==> config.mk <==
export PLATFORM = sky130hd
export DESIGN_NAME = lru_frame_replacer_top
export DESIGN_NICKNAME = d
export VERILOG_FILES = /design/src/lrufr_pkg.sv /design/src/lrufr_ctrl.sv /design/src/lrufr_dp.sv /design/src/lru_frame_replacer_top.sv
export SDC_FILE = /design/constraint.sdc
export NUM_CORES = 1
export LEC_CHECK = 0
export BUFFER_PORTS_ARGS = -buffer_cell sky130_fd_sc_hd__buf_4
export CORE_MARGIN = 2
export CORE_UTILIZATION = 35
export CTS_BUF_LIST = sky130_fd_sc_hd__clkbuf_16
export CTS_CLUSTER_DIAMETER = 80
export DETAILED_ROUTE_END_ITERATION = 7
export GPL_TIMING_DRIVEN = 0
export SETUP_SLACK_MARGIN = 0.1
export SLEW_MARGIN = 25
export SYNTH_ARGS = -nofsm -noshare
export SYNTH_HDL_FRONTEND = slang
export SYNTH_HIERARCHICAL = 1
export SYNTH_SLANG_ARGS = --single-unit
export TNS_END_PERCENT = 100
==> constraint.sdc <==
create_clock -name clk -period 4 [get_ports clk]
set_input_delay 0.2 -clock clk [delete_from_list [all_inputs] [get_ports clk]]
set_output_delay 0.2 -clock clk [all_outputs]
set_load 0.02 [all_outputs]
==> src/lrufr_pkg.sv <==
package lrufr_pkg;

	// Field widths fixed by the stream formats
	localparam int FRAME_W = 6;
	localparam int COUNT_W = 7;
	localparam int IN_TDATA_W = 8;
	localparam int OUT_TDATA_W = 16;

	// Command codes; the fourth code is unused and changes nothing
	typedef enum logic [1:0] {
		CMD_VICTIM = 2'd0,
		CMD_PIN    = 2'd1,
		CMD_UNPIN  = 2'd2
	} cmd_t;

	// Controller states
	typedef enum logic {
		ST_IDLE,
		ST_UPDATE
	} state_t;

	// Commands from controller to datapath
	typedef struct packed {
		logic capture;
		logic update;
	} dp_ctrl_t;

endpackage

==> src/lrufr_ctrl.sv <==
module lrufr_ctrl
	import lrufr_pkg::*;
(
	input  logic     clk,
	input  logic     arst_n,
	input  logic     s_tvalid,
	output logic     s_tready,
	output logic     m_tvalid,
	input  logic     m_tready,
	output dp_ctrl_t dp_ctrl
);

	state_t state_q;
	state_t state_d;
	logic   m_tvalid_q;
	logic   out_free;

	// Result register can take a new result when empty or being drained
	assign out_free = !m_tvalid_q || m_tready;

	// State register and output valid
	always_ff @(posedge clk or negedge arst_n) begin
		if (!arst_n) begin
			state_q    <= ST_IDLE;
			m_tvalid_q <= 1'b0;
		end else begin
			state_q <= state_d;
			if (dp_ctrl.update) begin
				m_tvalid_q <= 1'b1;
			end else if (m_tready) begin
				m_tvalid_q <= 1'b0;
			end
		end
	end

	// Next state and commands
	always_comb begin
		state_d         = state_q;
		s_tready        = 1'b0;
		dp_ctrl.capture = 1'b0;
		dp_ctrl.update  = 1'b0;
		unique case (state_q)
			ST_IDLE: begin
				s_tready = 1'b1;
				if (s_tvalid) begin
					dp_ctrl.capture = 1'b1;
					state_d         = ST_UPDATE;
				end
			end
			ST_UPDATE: begin
				if (out_free) begin
					dp_ctrl.update = 1'b1;
					state_d        = ST_IDLE;
				end
			end
			default: begin
				state_d = ST_IDLE;
			end
		endcase
	end

	assign m_tvalid = m_tvalid_q;

endmodule

==> src/lrufr_dp.sv <==
module lrufr_dp
	import lrufr_pkg::*;
#(
	parameter int FRAMES = 64
) (
	input  logic               clk,
	input  logic               arst_n,
	input  dp_ctrl_t           dp_ctrl,
	input  logic [1:0]         in_cmd,
	input  logic [FRAME_W-1:0] in_frame,
	output logic               res_found,
	output logic [FRAME_W-1:0] res_frame,
	output logic [COUNT_W-1:0] res_count
);

	localparam int IDX_W = $clog2(FRAMES);
	localparam int CNT_W = $clog2(FRAMES + 1);

	// Recency list: entry 0 is the least recent, entry count-1 the most recent
	logic [FRAME_W-1:0] list_q [FRAMES];
	logic [CNT_W-1:0]   count_q;

	// Captured command
	logic [1:0]         cmd_s1;
	logic [FRAME_W-1:0] frame_s1;
	logic               in_range_s1;
	logic [FRAMES-1:0]  match_s1;

	// Result register
	logic               found_q;
	logic [FRAME_W-1:0] vframe_q;

	logic [FRAMES-1:0]  match;
	logic               present;
	logic [IDX_W-1:0]   pos;
	logic               shift_all;
	logic               shift_part;
	logic               write_en;
	logic [CNT_W-1:0]   wpos;
	logic [CNT_W-1:0]   count_d;
	logic               found_d;
	logic [FRAME_W-1:0] vframe_d;

	// Per-cell compare against the incoming frame, live entries only
	always_comb begin
		for (int i = 0; i < FRAMES; i++) begin
			match[i] = (CNT_W'(i) < count_q) && (list_q[i] == in_frame);
		end
	end

	// Capture stage
	always_ff @(posedge clk) begin
		if (dp_ctrl.capture) begin
			cmd_s1      <= in_cmd;
			frame_s1    <= in_frame;
			in_range_s1 <= (int'(in_frame) < FRAMES);
			match_s1    <= match;
		end
	end

	// Encode the one-hot hit position
	always_comb begin
		present = |match_s1;
		pos     = '0;
		for (int i = 0; i < FRAMES; i++) begin
			if (match_s1[i]) begin
				pos = pos | IDX_W'(i);
			end
		end
	end

	// Update decisions
	always_comb begin
		shift_all  = 1'b0;
		shift_part = 1'b0;
		write_en   = 1'b0;
		wpos       = count_q;
		count_d    = count_q;
		found_d    = 1'b0;
		vframe_d   = '0;
		case (cmd_s1)
			CMD_VICTIM: begin
				if (count_q != '0) begin
					shift_all = 1'b1;
					found_d   = 1'b1;
					vframe_d  = list_q[0];
					count_d   = count_q - 1'b1;
				end
			end
			CMD_PIN: begin
				if (in_range_s1 && present) begin
					shift_part = 1'b1;
					count_d    = count_q - 1'b1;
				end
			end
			CMD_UNPIN: begin
				if (in_range_s1) begin
					if (present) begin
						// close the gap, then put the frame on top
						shift_part = 1'b1;
						write_en   = 1'b1;
						wpos       = count_q - 1'b1;
					end else if (count_q < CNT_W'(FRAMES)) begin
						write_en = 1'b1;
						wpos     = count_q;
						count_d  = count_q + 1'b1;
					end
				end
			end
			default: begin
			end
		endcase
	end

	// List cells: write at the top or take the neighbor above
	for (genvar g = 0; g < FRAMES; g++) begin : g_cell
		always_ff @(posedge clk) begin
			if (dp_ctrl.update) begin
				if (write_en && wpos == CNT_W'(g)) begin
					list_q[g] <= frame_s1;
				end else if (shift_all || (shift_part && IDX_W'(g) >= pos)) begin
					if (g < FRAMES - 1) begin
						list_q[g] <= list_q[(g + 1) % FRAMES];
					end
				end
			end
		end
	end

	// Tracked count
	always_ff @(posedge clk or negedge arst_n) begin
		if (!arst_n) begin
			count_q <= '0;
		end else if (dp_ctrl.update) begin
			count_q <= count_d;
		end
	end

	// Result register
	always_ff @(posedge clk) begin
		if (dp_ctrl.update) begin
			found_q  <= found_d;
			vframe_q <= vframe_d;
		end
	end

	assign res_found = found_q;
	assign res_frame = vframe_q;

	// Count as reported; the list never holds more than one entry per frame id
	if (CNT_W >= COUNT_W) begin : g_cnt_trunc
		assign res_count = count_q[COUNT_W-1:0];
	end else begin : g_cnt_ext
		assign res_count = {{(COUNT_W - CNT_W){1'b0}}, count_q};
	end

endmodule

==> src/lru_frame_replacer_top.sv <==
// LRU replacement list over buffer frames.
//
// Input stream (s_*): one transaction per command, tdata = {frame_num, cmd}.
//   cmd 0 takes the least recently unpinned frame as victim, cmd 1 pins
//   (drops) a frame, cmd 2 unpins a frame (makes it most recent).
// Output stream (m_*): exactly one transaction per command, carrying
//   victim_found, victim_frame and the tracked-frame count after the command.
//
// Timing: a command is captured in ST_IDLE and applied in ST_UPDATE once the
// result register is free, so the block takes no new command until the last
// one is applied; the result is valid on m_tvalid the cycle after the update.
// The list is a row of FRAMES registers with a compare per entry; the hit is
// registered at accept and the shift of the row happens in the update cycle.
// A result register sits on the output: the next command is accepted while a
// result waits. If the receiver stalls with a result still held, the next
// command waits in its update cycle and s_tready stays low until then.
//
// Reset clears the tracked count and the handshake state; the list is empty.
module lru_frame_replacer_top
	import lrufr_pkg::*;
#(
	parameter int FRAMES = 64
) (
	input  logic                   clk,
	input  logic                   arst_n,
	input  logic                   s_tvalid,
	output logic                   s_tready,
	input  logic [IN_TDATA_W-1:0]  s_tdata,  // cmd[1:0], frame_num[7:2]
	output logic                   m_tvalid,
	input  logic                   m_tready,
	output logic [OUT_TDATA_W-1:0] m_tdata   // victim_found[0], victim_frame[6:1],
	                                         // evictable_count[13:7], zero[15:14]
);

	dp_ctrl_t           dp_ctrl;
	logic               res_found;
	logic [FRAME_W-1:0] res_frame;
	logic [COUNT_W-1:0] res_count;

	// Controller
	lrufr_ctrl u_ctrl (
		.clk      (clk),
		.arst_n   (arst_n),
		.s_tvalid (s_tvalid),
		.s_tready (s_tready),
		.m_tvalid (m_tvalid),
		.m_tready (m_tready),
		.dp_ctrl  (dp_ctrl)
	);

	// List datapath
	lrufr_dp #(
		.FRAMES (FRAMES)
	) u_dp (
		.clk       (clk),
		.arst_n    (arst_n),
		.dp_ctrl   (dp_ctrl),
		.in_cmd    (s_tdata[1:0]),
		.in_frame  (s_tdata[7:2]),
		.res_found (res_found),
		.res_frame (res_frame),
		.res_count (res_count)
	);

	// Output packing
	assign m_tdata = {2'b00, res_count, res_frame, res_found};

`ifndef NO_ASSERTIONS
	// No transaction is accepted in the cycle after one is accepted
	a_one_per_two: assert property (@(posedge clk) disable iff (!arst_n)
		s_tvalid && s_tready |=> !s_tready)
		else $error("command accepted in back-to-back cycles");

	// Count never exceeds the list depth
	a_count_bound: assert property (@(posedge clk) disable iff (!arst_n)
		m_tvalid |-> int'(m_tdata[13:7]) <= FRAMES)
		else $error("tracked count beyond list depth");

	// No victim reported means frame field is zero
	a_frame_zero: assert property (@(posedge clk) disable iff (!arst_n)
		m_tvalid && !m_tdata[0] |-> m_tdata[6:1] == '0)
		else $error("victim frame set without victim found");

	// A result appears only after a command was taken
	a_result_cause: assert property (@(posedge clk) disable iff (!arst_n)
		$rose(m_tvalid) |-> $past(!s_tready))
		else $error("result without a command in update");
`endif

endmodule
==> run summary <==
outcome -> complete, no violations
WP data arrival -> 4350 ps
WHS -> 288 ps
Post-synth ARST share -> 0.0191
initial antenna violation count -> 8
final WL -> 115000 µm
crit path kind -> reg -> reg
CTS tree -> built
Worst Tran Pin Value -> 1140 ps
post-synthesis register bit count -> 472
Residual DRC -> 0
Max Freq -> 0.252 GHz
H-tree Lvls -> 2
Max Cap Viol -> 0
Synth cell types -> 83
Fin. Hold Viols -> 0
Routed Antenna Nets -> 0
EDFF count, synth -> 463
final slew viol count -> 0
Fin Clk Skew -> 42.8 ps
Port Buf Inserts -> 27
Setup crit start kind -> flop
largest net degree at the start of global routing -> 22
multiplexer share of the synthesized area -> 0.161
Worst-path clk slew -> 60 ps
root buf cell -> clkbuf_16
Compound-Gate Fraction of Synth Area -> 0.0869
unrepaired setup endpoints after global routing -> yes
largest family of logic cells by synthesized area -> multiplexers
worst vdd ir -> 418 µV
leakage -> 10.3 nW
Post-Synthesis Cell Area -> 0.0270 mm²
drt wl/cell -> 34.6 µm
die width -> 282 µm
CP endpoint kind -> flop
P&R area growth vs syn -> 21.9%
Vias -> 19900
relative max-transition margin -> 0.239
Synth Area in Simple Gates -> 0.0742
required time of the critical path -> 4380 ps
Die Ht -> 282 µm
Max clock buf depth -> 3
Worst Hold Class -> in -> reg
cells after synthesis -> 2072
crit path time final -> 3970 ps
clk sinks -> 472
final setup fails -> 0
adder-cell share of the synthesized area -> 0.00325
die area -> 0.0793 mm²
1st-iter DRT viols -> 2294
Placer Congestion -> 1.07
Final period util -> 0.992
Initial Util -> 0.354
Ys Warns -> 6
core area -> 0.0761 mm²
global-route wire length before repair -> 158000 µm
first-pass iteration count of the detailed router -> 5
post-synthesis xor/xnor area fraction -> 0.128
Skew-Pair Late Insertion Delay -> 640 ps
top_reg_cell synth -> edfxtp_1
Remaining Overflow, GRT -> 0
Synth Area per Inst -> 13.0 µm²
setup tns final -> 0 ps
I/O pins -> 30
Final nets -> 2261
layout cell share with drive strength beyond 1 -> 0.362
hpwl dp -> 85300 µm
GRT Overall Usage -> 0.287
vias in the first global route -> 19800
sequential cell area fraction in the yosys report -> 0.524
worst-path fanout max -> 10
cts bufs inserted -> 54
row cnt -> 101
post-DR vias/cell -> 6.01
pwr dens -> 486 mW/mm²
## sequential cells by signal, indices dropped and copies added (netlist names)
name             count
u_dp/cmd_s1          2
u_ctrl/state_q       1
u_dp/res_count       7
u_dp/res_found       1
u_dp/list_q        384
u_ctrl/m_tvalid      1
u_dp/match_s1       64
u_dp/res_frame       6
u_dp/frame_s1        6
## metrics by stage
step	area [µm²]	utilization	total power (W)	worst slack [ps]	std cells
6_report	32900	0.432	0.0160	31.3	3318
5_1_grt	32900	0.432	0.0163	59.7	3317
4_1_cts	32500	0.427	0.0157	102	3297
3_5_place_dp	28900	0.380	0.00996	-1620	3145
3_3_place_gp	28500	0.374	0.00988	-1830	3130
2_1_floorplan	27000	-	0.00811	217	2073
## logic make-up (layout without fill, tap and decap cells)
group | Yosys count | after routing
flip-flops | 472 | 472
XOR/XNOR | 393 | 393
multiplexers | 385 | 385
AND/OR/NAND/NOR | 357 | 357
AO/OA/AOI/OAI | 303 | 303
buffers and inverters | 154 | 368
adder cells (fa/ha/maj) | 7 | 7
other | 1 | 3
## final cells by class
type	instances	area, µm²
antenna	1	2.50
clock buffer	54	1350
fill	6980	43200
tap	1030	1290
sequential	472	14100
inverter	13	51.3
buffer	140	678
clock inverter	47	512
multi-input combinational	1447	13600
timing repair buffer	114	1210
## cell usage in the layout (no fill, tap or decap), drive strengths merged, types with 3 or more instances in the layout
| cell | Yosys | routed |
|---|---|---|
| o31ai | 7 | 7 |
| o21bai | 31 | 31 |
| xnor2 | 281 | 281 |
| o21ai | 80 | 80 |
| inv | 12 | 24 |
| mux2 | 380 | 380 |
| nor2 | 69 | 69 |
| and3 | 3 | 3 |
| o2111ai | 4 | 4 |
| and4 | 5 | 5 |
| dfrtp | 9 | 9 |
| nor4 | 69 | 69 |
| nand3 | 30 | 30 |
| bufinv | 0 | 10 |
| o221a | 4 | 4 |
| clkbuf | 94 | 144 |
| nand2b | 4 | 4 |
| o221ai | 11 | 11 |
| and2 | 16 | 16 |
| xor2 | 112 | 112 |
| o22ai | 8 | 8 |
| clkinv | 1 | 24 |
| nor3 | 19 | 19 |
| dlygate4sd3 | 0 | 12 |
| a211oi | 19 | 19 |
| o21a | 11 | 11 |
| nand4 | 73 | 73 |
| o211ai | 7 | 7 |
| edfxtp | 463 | 463 |
| ha | 7 | 7 |
| a21oi | 70 | 70 |
| o31a | 4 | 4 |
| nand2 | 56 | 56 |
| mux2i | 5 | 5 |
| buf | 47 | 152 |
| a41oi | 4 | 4 |
| a31oi | 11 | 11 |
| or2 | 8 | 8 |
| a2111oi | 18 | 18 |
## synth_stat cells, drive strengths merged, types with 2 or more instances
library cell | number | share of area
edfxtp | 463 | 0.52
mux2 | 380 | 0.16
xnor2 | 281 | 0.091
xor2 | 112 | 0.036
clkbuf | 94 | 0.013
o21ai | 80 | 0.021
nand4 | 73 | 0.017
a21oi | 70 | 0.014
nor2 | 69 | 0.0096
nor4 | 69 | 0.020
nand2 | 56 | 0.0078
buf | 47 | 0.0084
o21bai | 31 | 0.0088
nand3 | 30 | 0.0056
a211oi | 19 | 0.0059
nor3 | 19 | 0.0037
a2111oi | 18 | 0.0059
and2 | 16 | 0.0037
inv | 12 | 0.0017
a31oi | 11 | 0.0028
o21a | 11 | 0.0031
o221ai | 11 | 0.0054
dfrtp | 9 | 0.0084
o22ai | 8 | 0.0021
or2 | 8 | 0.0019
ha | 7 | 0.0032
o211ai | 7 | 0.0027
o31ai | 7 | 0.0037
and4 | 5 | 0.0016
mux2i | 5 | 0.0019
a41oi | 4 | 0.0020
nand2b | 4 | 0.0012
o2111ai | 4 | 0.0015
o221a | 4 | 0.0017
o31a | 4 | 0.0013
and3 | 3 | 0.00070
nor2b | 2 | 0.00056
o2111a | 2 | 0.00088
o211a | 2 | 0.00074
o32ai | 2 | 0.00065
## final timing paths
| path | startpoint | to | slack [ps] | depth (start not counted) |
|---|---|---|---|---|
| hold reg to reg | u_dp/frame_s1[0] | u_dp/list_q[1][186] | 440 | 0 |
| max in group asynchronous | arst_n | u_dp/res_count[6] | 3060 | 3 |
| setup reg to reg | u_dp/match_s1[15] | u_dp/list_q[0][112] | 30 | 7 |
| setup / recovery | u_dp/match_s1[15] | u_dp/list_q[0][112] | 30 | 7 |
| min in group asynchronous | arst_n | u_ctrl/m_tvalid | 620 | 3 |
| hold / removal | s_tdata[1] | u_dp/cmd_s1[1] | 290 | 2 |
## where the power goes
part,internal [W],total (W),switching [W]
registers,0.00580,0.00605,0.000254
clock network,0.00311,0.00522,0.00212
logic,0.00137,0.00469,0.00333
total,0.0103,0.0160,0.00570
## layer usage
layer,vias to the layer above,global-route usage,wire length [µm]
li1,8196,-,-
met1,10300,0.384,47300
met2,1127,0.436,50300
met3,264,0.0705,11100
met4,10,0.133,5870
met5,-,0,67
## timing repair
item	4_1_cts	5_1_grt
gates resized for setup	239	34
hold buffers	12	0
endpoints found under the setup margin	769	585
endpoints found under the hold margin	19	0
pin swaps	21	10
buffers inserted	40	20
## critical path, stage by stage (launching register included)
cell	delay (ps)
edfxtp_1	510
nor4_1	590
nand4_1	410
nor2_4	430
o21ai_0	440
o32ai_2	580
o221ai_2	340
mux2_2	400
No activity file was read; power rests on OpenSTA's default activity.
